[src/hdl/prq_pkg.sv]
// Package for the priority ready-queue scheduler: widths, action and status codes,
// the lowest priority and the result word type. No dependencies.
`default_nettype none
package prq_pkg;
  localparam int Levels = 32;
  localparam int Slots  = 16;
  localparam int PW = 5;
  localparam int TW = 4;

  localparam logic [1:0] ACT_INSERT   = 2'd0;
  localparam logic [1:0] ACT_REMOVE   = 2'd1;
  localparam logic [1:0] ACT_SCHEDULE = 2'd2;
  localparam logic [1:0] ACT_START    = 2'd3;

  localparam logic [1:0] ST_OK     = 2'd0;
  localparam logic [1:0] ST_EMPTY  = 2'd1;
  localparam logic [1:0] ST_DUP    = 2'd2;
  localparam logic [1:0] ST_ABSENT = 2'd3;

  localparam logic [PW-1:0] LowestPrio = PW'(Levels - 1);

  typedef struct packed {
    logic [1:0]    status;
    logic          switch_now;
    logic          from_valid;
    logic [TW-1:0] old_thread;
    logic [TW-1:0] next_thread;
    logic [PW-1:0] chosen_priority;
  } result_t;
endpackage
`default_nettype wire

[src/hdl/prq_ffs.sv]
// Find-first-set over the ready bitmap, one level per cycle on a shared compare.
// Depends on prq_pkg.
`default_nettype none
module prq_ffs (
  input  wire logic                     clk,
  input  wire logic                     rst,
  input  wire logic                     go,
  input  wire logic [prq_pkg::Levels-1:0] bitmap,
  output logic                          done,
  output logic                          found,
  output logic [prq_pkg::PW-1:0]        level
);
  logic busy;
  logic [prq_pkg::PW-1:0] idx;

  always_ff @(posedge clk) begin
    if (rst) begin
      busy <= 1'b0;
      done <= 1'b0;
      found <= 1'b0;
      idx <= '0;
      level <= '0;
    end else begin
      done <= 1'b0;
      if (go) begin
        busy <= 1'b1;
        idx <= '0;
      end else if (busy) begin
        // advance until a set bit or the last level
        if (bitmap[idx]) begin
          busy <= 1'b0;
          done <= 1'b1;
          found <= 1'b1;
          level <= idx;
        end else if (idx == prq_pkg::LowestPrio) begin
          busy <= 1'b0;
          done <= 1'b1;
          found <= 1'b0;
          level <= '0;
        end else begin
          idx <= idx + 1'b1;
        end
      end
    end
  end

  a_done_pulse: assert property (@(posedge clk) disable iff (rst) done |=> !done)
    else $error("ffs done held");
  a_found_set: assert property (@(posedge clk) disable iff (rst)
    (busy && !go && bitmap[idx]) |=> (found && done))
    else $error("ffs missed set bit");
  a_done_idle: assert property (@(posedge clk) disable iff (rst) done |-> !busy)
    else $error("ffs busy after done");
endmodule
`default_nettype wire

[src/hdl/priority_ready_queue_scheduler_top.sv]
// Top level of the priority ready-queue scheduler: list storage, link sequencer,
// output register. Depends on prq_pkg and prq_ffs.
//
// Usage: one input word on (action, thread_id, priority_req) with valid/stall
// gives exactly one result word on the output channel. Insert and remove update
// the head/tail/link registers in one sequencer step, S_EXEC, which registers
// the result; the word is then shown in S_OUT.
// Schedule and start run the find-first-set unit, which tests one level per
// cycle; the sequencer passes S_FFS and S_WAIT, registers the result when the
// unit is done and shows it in S_OUT.
// The input channel stalls while a word is in work and while the result still
// waits in the output register; a stalled result holds its value.
// Reset clears the bitmap, queued flags, running state (priority 31) and the
// sequencer; heads, tails and links hold no reset value and are read only
// while their list holds the slot.
`default_nettype none
module priority_ready_queue_scheduler_top (
  input  wire logic       clk,
  input  wire logic       rst,
  input  wire logic       in_valid,
  output logic            in_stall,
  input  wire logic [1:0] action,
  input  wire logic [3:0] thread_id,
  input  wire logic [4:0] priority_req,
  output logic            out_valid,
  input  wire logic       out_stall,
  output logic [1:0]      status,
  output logic            switch_now,
  output logic            from_valid,
  output logic [3:0]      old_thread,
  output logic [3:0]      next_thread,
  output logic [4:0]      chosen_priority
);
  localparam logic [2:0] S_IDLE = 3'd0;
  localparam logic [2:0] S_EXEC = 3'd1;
  localparam logic [2:0] S_FFS  = 3'd2;
  localparam logic [2:0] S_WAIT = 3'd3;
  localparam logic [2:0] S_OUT  = 3'd4;

  logic [2:0] state;
  logic [1:0] act;
  logic [3:0] tid;
  logic [4:0] preq;
  logic [prq_pkg::Levels-1:0] ready_bitmap;
  logic [3:0] list_head [prq_pkg::Levels];
  logic [3:0] list_tail [prq_pkg::Levels];
  logic [3:0] next_link [prq_pkg::Slots];
  logic [3:0] prev_link [prq_pkg::Slots];
  logic [4:0] slot_priority [prq_pkg::Slots];
  logic [prq_pkg::Slots-1:0] queued_flag;
  logic [3:0] running_thread;
  logic       running_valid;
  logic [4:0] running_priority;
  prq_pkg::result_t res;
  prq_pkg::result_t res_next;

  logic ffs_go, ffs_done, ffs_found;
  logic [4:0] ffs_level;

  prq_ffs u_ffs (
    .clk(clk), .rst(rst), .go(ffs_go), .bitmap(ready_bitmap),
    .done(ffs_done), .found(ffs_found), .level(ffs_level)
  );

  assign in_stall  = (state != S_IDLE);
  assign out_valid = (state == S_OUT);
  assign ffs_go    = (state == S_FFS);
  assign status          = res.status;
  assign switch_now      = res.switch_now;
  assign from_valid      = res.from_valid;
  assign old_thread      = res.old_thread;
  assign next_thread     = res.next_thread;
  assign chosen_priority = res.chosen_priority;

  // list operation values
  logic [4:0] rp;
  logic [3:0] nx, pv, hd, to;
  logic is_head, is_tail;
  logic do_switch;
  always_comb begin
    rp = slot_priority[tid];
    nx = next_link[tid];
    pv = prev_link[tid];
    is_head = (list_head[rp] == tid);
    is_tail = (list_tail[rp] == tid);
    hd = list_tail[preq];
    to = list_head[ffs_level];
    do_switch = !(act == prq_pkg::ACT_SCHEDULE && running_valid && running_thread == to);
  end

  // result word for the list step or the find-first-set step
  always_comb begin
    res_next = '0;
    if (state == S_EXEC) begin
      if (act == prq_pkg::ACT_INSERT)
        res_next.status = queued_flag[tid] ? prq_pkg::ST_DUP : prq_pkg::ST_OK;
      else
        res_next.status = queued_flag[tid] ? prq_pkg::ST_OK : prq_pkg::ST_ABSENT;
    end else if (!ffs_found) begin
      res_next.status = prq_pkg::ST_EMPTY;
    end else begin
      res_next.status = prq_pkg::ST_OK;
      res_next.next_thread = to;
      res_next.chosen_priority = ffs_level;
      if (do_switch) begin
        res_next.switch_now = 1'b1;
        if (act == prq_pkg::ACT_SCHEDULE) begin
          res_next.from_valid = running_valid;
          res_next.old_thread = running_valid ? running_thread : 4'd0;
        end
      end
    end
  end

  always_ff @(posedge clk) begin
    if (rst) begin
      state <= S_IDLE;
      ready_bitmap <= '0;
      queued_flag <= '0;
      running_thread <= '0;
      running_valid <= 1'b0;
      running_priority <= prq_pkg::LowestPrio;
    end else begin
      unique case (state)
        S_IDLE: begin
          if (in_valid) begin
            act <= action;
            tid <= thread_id;
            preq <= priority_req;
            state <= (action[1]) ? S_FFS : S_EXEC;
          end
        end
        S_EXEC: begin
          res <= res_next;
          if (act == prq_pkg::ACT_INSERT) begin
            if (!queued_flag[tid]) begin
              if (ready_bitmap[preq]) begin
                next_link[hd] <= tid;
                prev_link[tid] <= hd;
              end else begin
                list_head[preq] <= tid;
                prev_link[tid] <= tid;
              end
              next_link[tid] <= tid;
              list_tail[preq] <= tid;
              slot_priority[tid] <= preq;
              queued_flag[tid] <= 1'b1;
              ready_bitmap[preq] <= 1'b1;
            end
          end else begin
            if (queued_flag[tid]) begin
              if (is_head && is_tail) begin
                ready_bitmap[rp] <= 1'b0;
              end else begin
                // unlink; in the tail case pv becomes the tail and links to itself
                if (is_head) list_head[rp] <= nx;
                else if (!is_tail) next_link[pv] <= nx;
                if (is_tail) begin
                  list_tail[rp] <= pv;
                  next_link[pv] <= pv;
                end else begin
                  prev_link[nx] <= is_head ? nx : pv;
                end
              end
              queued_flag[tid] <= 1'b0;
            end
          end
          state <= S_OUT;
        end
        S_FFS: state <= S_WAIT;
        S_WAIT: begin
          if (ffs_done) begin
            res <= res_next;
            state <= S_OUT;
            if (ffs_found && do_switch) begin
              running_thread <= to;
              running_valid <= 1'b1;
              running_priority <= ffs_level;
            end
          end
        end
        S_OUT: if (!out_stall) state <= S_IDLE;
        default: state <= S_IDLE;
      endcase
    end
  end

  a_out_hold: assert property (@(posedge clk) disable iff (rst)
    (out_valid && out_stall) |=> (out_valid && $stable(res)))
    else $error("result changed under stall");
  a_busy_stall: assert property (@(posedge clk) disable iff (rst)
    (state != S_IDLE) |-> in_stall) else $error("ready while busy");
  a_run_prio: assert property (@(posedge clk) disable iff (rst)
    (switch_now && out_valid) |-> (running_priority == chosen_priority))
    else $error("running priority mismatch");
endmodule
`default_nettype wire
[config.mk]
export PLATFORM = sky130hd
export DESIGN_NAME = priority_ready_queue_scheduler_top
export DESIGN_NICKNAME = d
export VERILOG_FILES = /design/src/hdl/prq_pkg.sv /design/src/hdl/prq_ffs.sv /design/src/hdl/priority_ready_queue_scheduler_top.sv
export SDC_FILE = /design/constraint.sdc
export NUM_CORES = 1
export LEC_CHECK = 0
export BUFFER_PORTS_ARGS = -buffer_cell sky130_fd_sc_hd__clkbuf_2
export CORE_UTILIZATION = 45
export CTS_CLUSTER_DIAMETER = 80
export DETAILED_ROUTE_END_ITERATION = 16
export PLACE_DENSITY_LB_ADDON = 0.05
export SYNTH_ARGS = -nofsm -noshare
export SYNTH_HDL_FRONTEND = slang
export SYNTH_SLANG_ARGS = --single-unit
[constraint.sdc]
create_clock -name clk -period 12.5 [get_ports clk]
set_clock_uncertainty 0.1 [all_clocks]
set_input_delay 1.25 -clock clk [delete_from_list [all_inputs] [get_ports clk]]
set_output_delay 1.25 -clock clk [all_outputs]
set_load 0.01 [all_outputs]
==> flow_metrics.env, run 1 <==
export IMPL_grtUsageTotal_pct=28.3
export IMPL_min_period_ns=7.48
export IMPL_powerDensity_nw_per_um2=147
export IMPL_die_area_um2=64400
export IMPL_grt_ovfl_total=0
export IMPL_dp_hpwl_mm=62.9
export IMPL_cts_tree="built"
export IMPL_p_leak_nw=10.4
export IMPL_via_per_inst=6.38
export IMPL_syn_nets=2164
export IMPL_ir_drop_mv=0.118
export IMPL_async_flop_share_pct=0
export IMPL_setup_viol=0
export IMPL_area_growth_pct=10.1
export IMPL_max_stage_delay_ns=0.97
export IMPL_numCtsBuffers=61
export IMPL_fillers=5450
export IMPL_core_um2=62200
export IMPL_fin_crit_sh_pct=59.8
export IMPL_cp_max_fo=57
export IMPL_setup_slack_ns=5.02
export IMPL_clkSlewWorstSetupHoldPaths_ns=0.06
export IMPL_yosysSeqAreaShare_pct=57.6
export IMPL_yosys_area_share_simple_pct=10.4
export IMPL_synth_area_leaders="edfxtp_1, mux4_2, dfxtp_1"
export IMPL_min_to="running_valid$_SDFFE_PP0P_"
export IMPL_port_buffers=33
export IMPL_worstMarginPinSlew_ns=1.32
export IMPL_clock_sinks=575
export IMPL_wl_mm=90.3
export IMPL_fp_dieW_um=254
export IMPL_nNetsFinal=2165
export IMPL_synth_compound_area_share_pct=9.33
export IMPL_critical_path_required_ns=12.67
export IMPL_synth_top_family_by_area="multiplexers"
export IMPL_wire_per_inst_um=29.7
export IMPL_dp_worst_setup_slack_ns=5.04
export IMPL_path_depth=15
export IMPL_root_buffer="clkbuf_16"
export IMPL_drt_first_pass_iters=6
export IMPL_htree_levels=2
export IMPL_cap_violations=0
export IMPL_worstPathArrival_ns=7.64
export IMPL_grt_first_pass_wirelength_mm=132
export IMPL_crit_slowest_cell="mux2_1"
export IMPL_slew_viol_final=0
export IMPL_ctsLongestPathBuffers=3
export IMPL_grt_max_degree=77
export IMPL_avgSynthCellArea_um2=13.3
export IMPL_path_buf_inv=3
export IMPL_crit_family="buffers and inverters"
export IMPL_synth_cell_types=87
export IMPL_end_kind="flop"
export IMPL_max_freq_mhz=134
export IMPL_via_count=19373
export IMPL_synth_largest_area_cell="edfxtp_1"
export IMPL_synthFlopType="edfxtp_1"
export IMPL_drc=0
export IMPL_syn_area_um2=28500
export IMPL_synth_seq_cells=575
export IMPL_r2r_end="list_tail[3][1]$_DFFE_PP_"
export IMPL_r2r_setup_slack_ns=5.02
export IMPL_drtIter0Drc=2288
export IMPL_hold_viol=0
export IMPL_grt_pass1_vias=18551
export IMPL_antenna_found_initial=4
export IMPL_rows=91
export IMPL_synth_edf_count=492
export IMPL_io_pins=34
export IMPL_place_gp_congestion=0.962
export IMPL_clock_latency_ns=0.66
export IMPL_hold_start="running_valid$_SDFFE_PP0P_"
export IMPL_synth_warnings=0
export IMPL_cp_start_kind="flop"
export IMPL_status="finished clean"
export IMPL_ant_nets=0
export IMPL_rsz0062_at_grt="false"
export IMPL_worst_setup_path_type="reg -> reg"
export IMPL_ctsHoldBuffers=0
export IMPL_post_cts_resized=0
export IMPL_die_height_um=254
export IMPL_drive_gt1_share_pct=19.4
export IMPL_r2r_cells=15
export IMPL_synth_mux_area_share_pct=18.9
export IMPL_synthXorXnorAreaFrac_pct=0.430
export IMPL_tns_ns=0
export IMPL_synthAdderAreaFrac_pct=0.175
export IMPL_hold_depth=2
export IMPL_yosysTopAreaCellShare_pct=51.8
export IMPL_crit_chain="buf_4, nand2b_1, o22a_1, a21oi_2, nor2_8, buf_4, mux2i_1, a221oi_1, nand3_1, a222oi_1, xnor2_1, nand4_4, nor3_4, buf_4, mux2_1"
export IMPL_hold_path_class="reg -> reg"
export IMPL_synthCells=2145
export IMPL_slew_headroom_pct=11.0
export IMPL_cts_setup_buffers=0
export IMPL_start_util_pct=45.9
export IMPL_timing_critical_path_mode_cell="buf_4"
==> synthesized netlist by cell type, types with 8 or more instances <==
cell type / number
o21ai_0: 34
and2_1: 10
edfxtp_1: 492
o21ai_1: 16
a211oi_1: 27
a211oi_2: 8
nand4_1: 19
nand2_1: 324
a21o_1: 20
dfxtp_1: 83
a22oi_1: 32
nand3_1: 53
mux2_1: 9
buf_4: 14
buf_2: 40
buf_6: 10
buf_1: 19
a32oi_1: 18
a21oi_1: 76
nor2b_1: 15
nor3_1: 20
a311oi_1: 12
mux2_2: 26
and4_1: 9
and3_1: 18
mux2i_1: 134
nand2b_1: 28
mux4_2: 159
a31oi_1: 68
inv_1: 28
xnor2_1: 10
nor2_1: 119
clkbuf_1: 65
o22ai_1: 20
==> flip-flops by register name, summed over array words and instances, names as in the netlist, 5 cells and up, named ones only <==
signal           flops
preq                 5
ready_bitmap        32
slot_priority       80
prev_link           64
next_link           64
chosen_priority      5
u_ffs.level          5
list_head          128
u_ffs.idx            5
list_tail          128
==> power by group <==
part	internal, mW	switching (mW)
combinational	0.218	0.483
sequential	2.10	0.0124
clock	1.03	0.786
==> metrics by stage <==
stage / instance area (µm²) / power, mW / std cells / utilization (%) / hold slack [ns]
3_3_place_gp: 29400 / 2.84 / 2920 / 47.3 / 0.334
6_report: 31400 / 4.63 / 3035 / 50.5 / 0.347
4_1_cts: 31400 / 4.64 / 3032 / 50.5 / 0.350
2_1_floorplan: 28500 / 2.61 / 2145 / - / 0.326
3_5_place_dp: 29400 / 2.84 / 2920 / 47.3 / 0.341
5_1_grt: 31400 / 4.75 / 3032 / 50.5 / 0.377
==> worst max path at each step <==
stage	from	to	slack, ns
global placement	flop	list_head[3][2]$_DFFE_PP_	5.16
CTS	flop	list_tail[0][1]$_DFFE_PP_	5.01
finish	flop	list_tail[3][1]$_DFFE_PP_	5.02
detailed placement	flop	list_tail[22][1]$_DFFE_PP_	5.04
global route	flop	list_tail[0][1]$_DFFE_PP_	4.53
floorplan	flop	list_tail[0][0]$_DFFE_PP_	8.06
==> metal layers <==
metal,global-route usage (%),share of wire [%],vias up,wire length [µm]
li1,-,-,8373,-
met1,40.5,42,9823,37900
met2,43.9,46,1007,41500
met3,4.58,8.8,166,7960
met4,9.67,3.2,4,2920
met5,0,0.025,-,23
==> final cells by class <==
type                    count  area [µm²]  share of cell area, %
diodes                      3        7.51                 0.0239
clock buffers              69        1580                   5.02
clock inverters            43         394                   1.25
inverters                  33         124                  0.394
multi-input cells        1385       11200                   35.7
flip-flops and latches    575       16400                   52.4
well taps                 837        1050                   3.33
repair buffers             90         593                   1.89
==> worst min-delay path, stage by stage, from the launching register on <==
cell and delay [ns]:
dfxtp_1 0.31, inv_1 0.05, a21oi_1 0.05
==> placed cells by master (no fill, tap or decap), types with 16 or more instances in the layout <==
master and n:
a211oi_1 27, a21o_1 20, a21oi_1 76, a22oi_1 32, a31oi_1 68, a32oi_1 18, and3_1 18, buf_4 57
clkbuf_16 62, clkbuf_2 33, dfxtp_1 78, edfxtp_1 492, inv_1 28, mux2_2 26, mux2i_1 134, mux4_2 159
nand2_1 323, nand2b_1 28, nand3_1 53, nand4_1 19, nor2_1 117, nor3_1 19, o21ai_0 34, o21ai_1 16
o22ai_1 20
==> cells by family after synthesis <==
group / count (synthesis)
and+or+nand+nor: 648
xor gates and xnor gates: 14
DFF: 575
adders and majority gates: 4
AOI/OAI and AO/OA: 386
muxes: 333
buffers and inverters: 185
(Power assumes the default switching activity.)
==> run 2: changes to the inputs <==
- clock period: 12.5 -> 6.7 ns (I/O delays scaled with it)
==> run 2 against run 1 <==
Against the previous run: setup slack got worse by 4.6 ns; highest routed layer unchanged; via count up 2.2%; sequential cell count unchanged; largest power group unchanged.
==> flow_metrics.env, run 2 (synthesized netlist as in run 1, its figures left out) <==
export IMPL_status="finished clean"
export IMPL_hold_depth=1
export IMPL_max_stage_delay_ns=1.00
export IMPL_ctsLongestPathBuffers=3
export IMPL_cap_violations=0
export IMPL_via_per_inst=6.39
export IMPL_mostFrequentLayoutCells="edfxtp_1, nand2_1, mux4_2, mux2i_1, nor2_1"
export IMPL_slew_headroom_pct=18.1
export IMPL_core_um2=62200
export IMPL_min_period_ns=6.24
export IMPL_setup_viol=0
export IMPL_wl_met3_mm=7.81
export IMPL_cp_start_kind="flop"
export IMPL_wl_met1_mm=37.7
export IMPL_hold_viol=0
export IMPL_drt_first_pass_iters=6
export IMPL_grt_max_degree=59
export IMPL_dr_wl_met2_mm=44.6
export IMPL_drtIter0Drc=2026
export IMPL_start_util_pct=45.9
export IMPL_area_growth_pct=12.4
export IMPL_timing_critical_path_mode_cell="buf_4"
export IMPL_antenna_found_initial=3
export IMPL_io_pins=34
export IMPL_grtUsageTotal_pct=29.5
export IMPL_p_leak_nw=10.8
export IMPL_ir_drop_mv=0.200
export IMPL_hold_start="action[0]"
export IMPL_end_kind="flop"
export IMPL_crit_family="compound AO/OA/AOI/OAI gates"
export IMPL_worst_setup_path_type="reg -> reg"
export IMPL_crit_slowest_cell="nor3_4"
export IMPL_cp_max_fo=21
export IMPL_post_cts_resized=0
export IMPL_cts_tree="built"
export IMPL_grt_pass1_vias=19534
export IMPL_die_height_um=254
export IMPL_crit_chain="buf_4, mux4_2, o22ai_1, a21o_1, buf_4, a41oi_1, a2111oi_0, and3_1, xnor2_1, and4_1, nor3_4, buf_4, mux2i_1"
export IMPL_dp_hpwl_mm=66.2
export IMPL_slew_viol_final=0
export IMPL_numCtsBuffers=66
export IMPL_fp_dieW_um=254
export IMPL_grt_first_pass_wirelength_mm=136
export IMPL_r2r_setup_slack_ns=0.46
export IMPL_max_freq_mhz=160
export IMPL_layout_commonest_cell="edfxtp_1"
export IMPL_rows=91
export IMPL_r2r_cells=13
export IMPL_min_to="act[0]$_DFFE_PP_"
export IMPL_drive_gt1_share_pct=21.3
export IMPL_htree_levels=3
export IMPL_cts_setup_buffers=0
export IMPL_port_buffers=33
export IMPL_dr_max_layer_used="met5"
export IMPL_hold_path_class="in -> reg"
export IMPL_path_buf_inv=3
export IMPL_via_count=19790
export IMPL_ant_nets=0
export IMPL_critical_path_required_ns=6.85
export IMPL_wire_per_inst_um=30.2
export IMPL_powerDensity_nw_per_um2=280
export IMPL_place_gp_congestion=0.968
export IMPL_root_buffer="clkbuf_16"
export IMPL_fin_crit_sh_pct=93.2
export IMPL_drc=0
export IMPL_ctsHoldBuffers=0
export IMPL_tns_ns=0
export IMPL_worstPathArrival_ns=6.39
export IMPL_fin_util_pct=51.6
export IMPL_rsz0062_at_grt="false"
export IMPL_die_area_um2=64400
export IMPL_clock_latency_ns=0.62
export IMPL_top_regs="list_head: 128 flops, list_tail: 128 flops, slot_priority: 80 flops"
export IMPL_r2r_end="list_tail[3][2]$_DFFE_PP_"
export IMPL_clock_sinks=575
export IMPL_nNetsFinal=2228
export IMPL_worstMarginPinSlew_ns=1.22
export IMPL_grt_ovfl_total=0
export IMPL_wl_mm=93.5
export IMPL_clkSlewWorstSetupHoldPaths_ns=0.06
[run 2: cell types whose count changed in the layout (fill, tap and decap cells not counted), sizes merged]
cell	delta
clkinvlp	-3
buf	+58
clkinv	-9
bufinv	+3
inv	+3
diode	-2
clkbuf	+12
[run 2: final cells by class]
cell class,count,area [µm²]
multi-input cells,1385,11200
repair buffers,148,1070
inverters,33,124
diodes,1,2.50
fillers,5348,30100
well taps,837,1050
flip-flops and latches,575,16400
clock buffers,81,1710
clock inverters,37,449
[run 2: worst max-delay path by stage]
stage / startpoint / cells after the start / slack, ns / end
floorplan: flop / 17 / 2.26 / list_tail[0][0]$_DFFE_PP_
global placement: flop / 15 / 0.78 / list_tail[8][3]$_DFFE_PP_
detailed placement: flop / 15 / 0.60 / list_tail[3][0]$_DFFE_PP_
CTS: flop / 15 / 0.59 / list_tail[3][0]$_DFFE_PP_
global route: flop / 15 / 0.26 / list_tail[3][2]$_DFFE_PP_
finish: flop / 13 / 0.46 / list_tail[3][2]$_DFFE_PP_
[run 2: power by group]
part           switching [mW]  internal (mW)  leakage (nW)  total (mW)
registers              0.0481           3.92          5.10        3.96
clock network            1.47           2.17          1.04        3.64
logic                   0.910          0.477          4.63        1.39
total                    2.43           6.57          10.8        8.99
[run 2: metal layers]
layer,vias to the layer above,global-route usage (%)
met5,-,0
met1,10087,39.4
met3,184,5.61
li1,8500,-
met4,2,11.3
met2,1017,47.6
[run 2: worst register-to-register path: stages, from the launching register on]
cell	delay (ns)
dfxtp_2	0.72
buf_4	0.26
mux4_2	0.34
o22ai_1	0.39
a21o_1	0.30
buf_4	0.24
a41oi_1	0.11
a2111oi_0	0.85
and3_1	0.28
xnor2_1	0.08
and4_1	0.24
nor3_4	1.00
buf_4	0.51
mux2i_1	0.48
[run 2: stage by stage]
stage / instance area [µm²] / hold WS (ns) / setup WS, ns / std cells / total power, mW
after global routing: 32100 / 0.110 / 0.260 / 3096 / 9.24
after global placement: 29900 / 0.335 / 0.777 / 2977 / 5.39
after floorplan: 28500 / 0.326 / 2.26 / 2145 / 4.87
final: 32100 / 0.136 / 0.455 / 3097 / 8.99
after CTS: 32100 / 0.104 / 0.585 / 3095 / 9.02
after detailed placement: 29900 / 0.347 / 0.604 / 2977 / 5.39
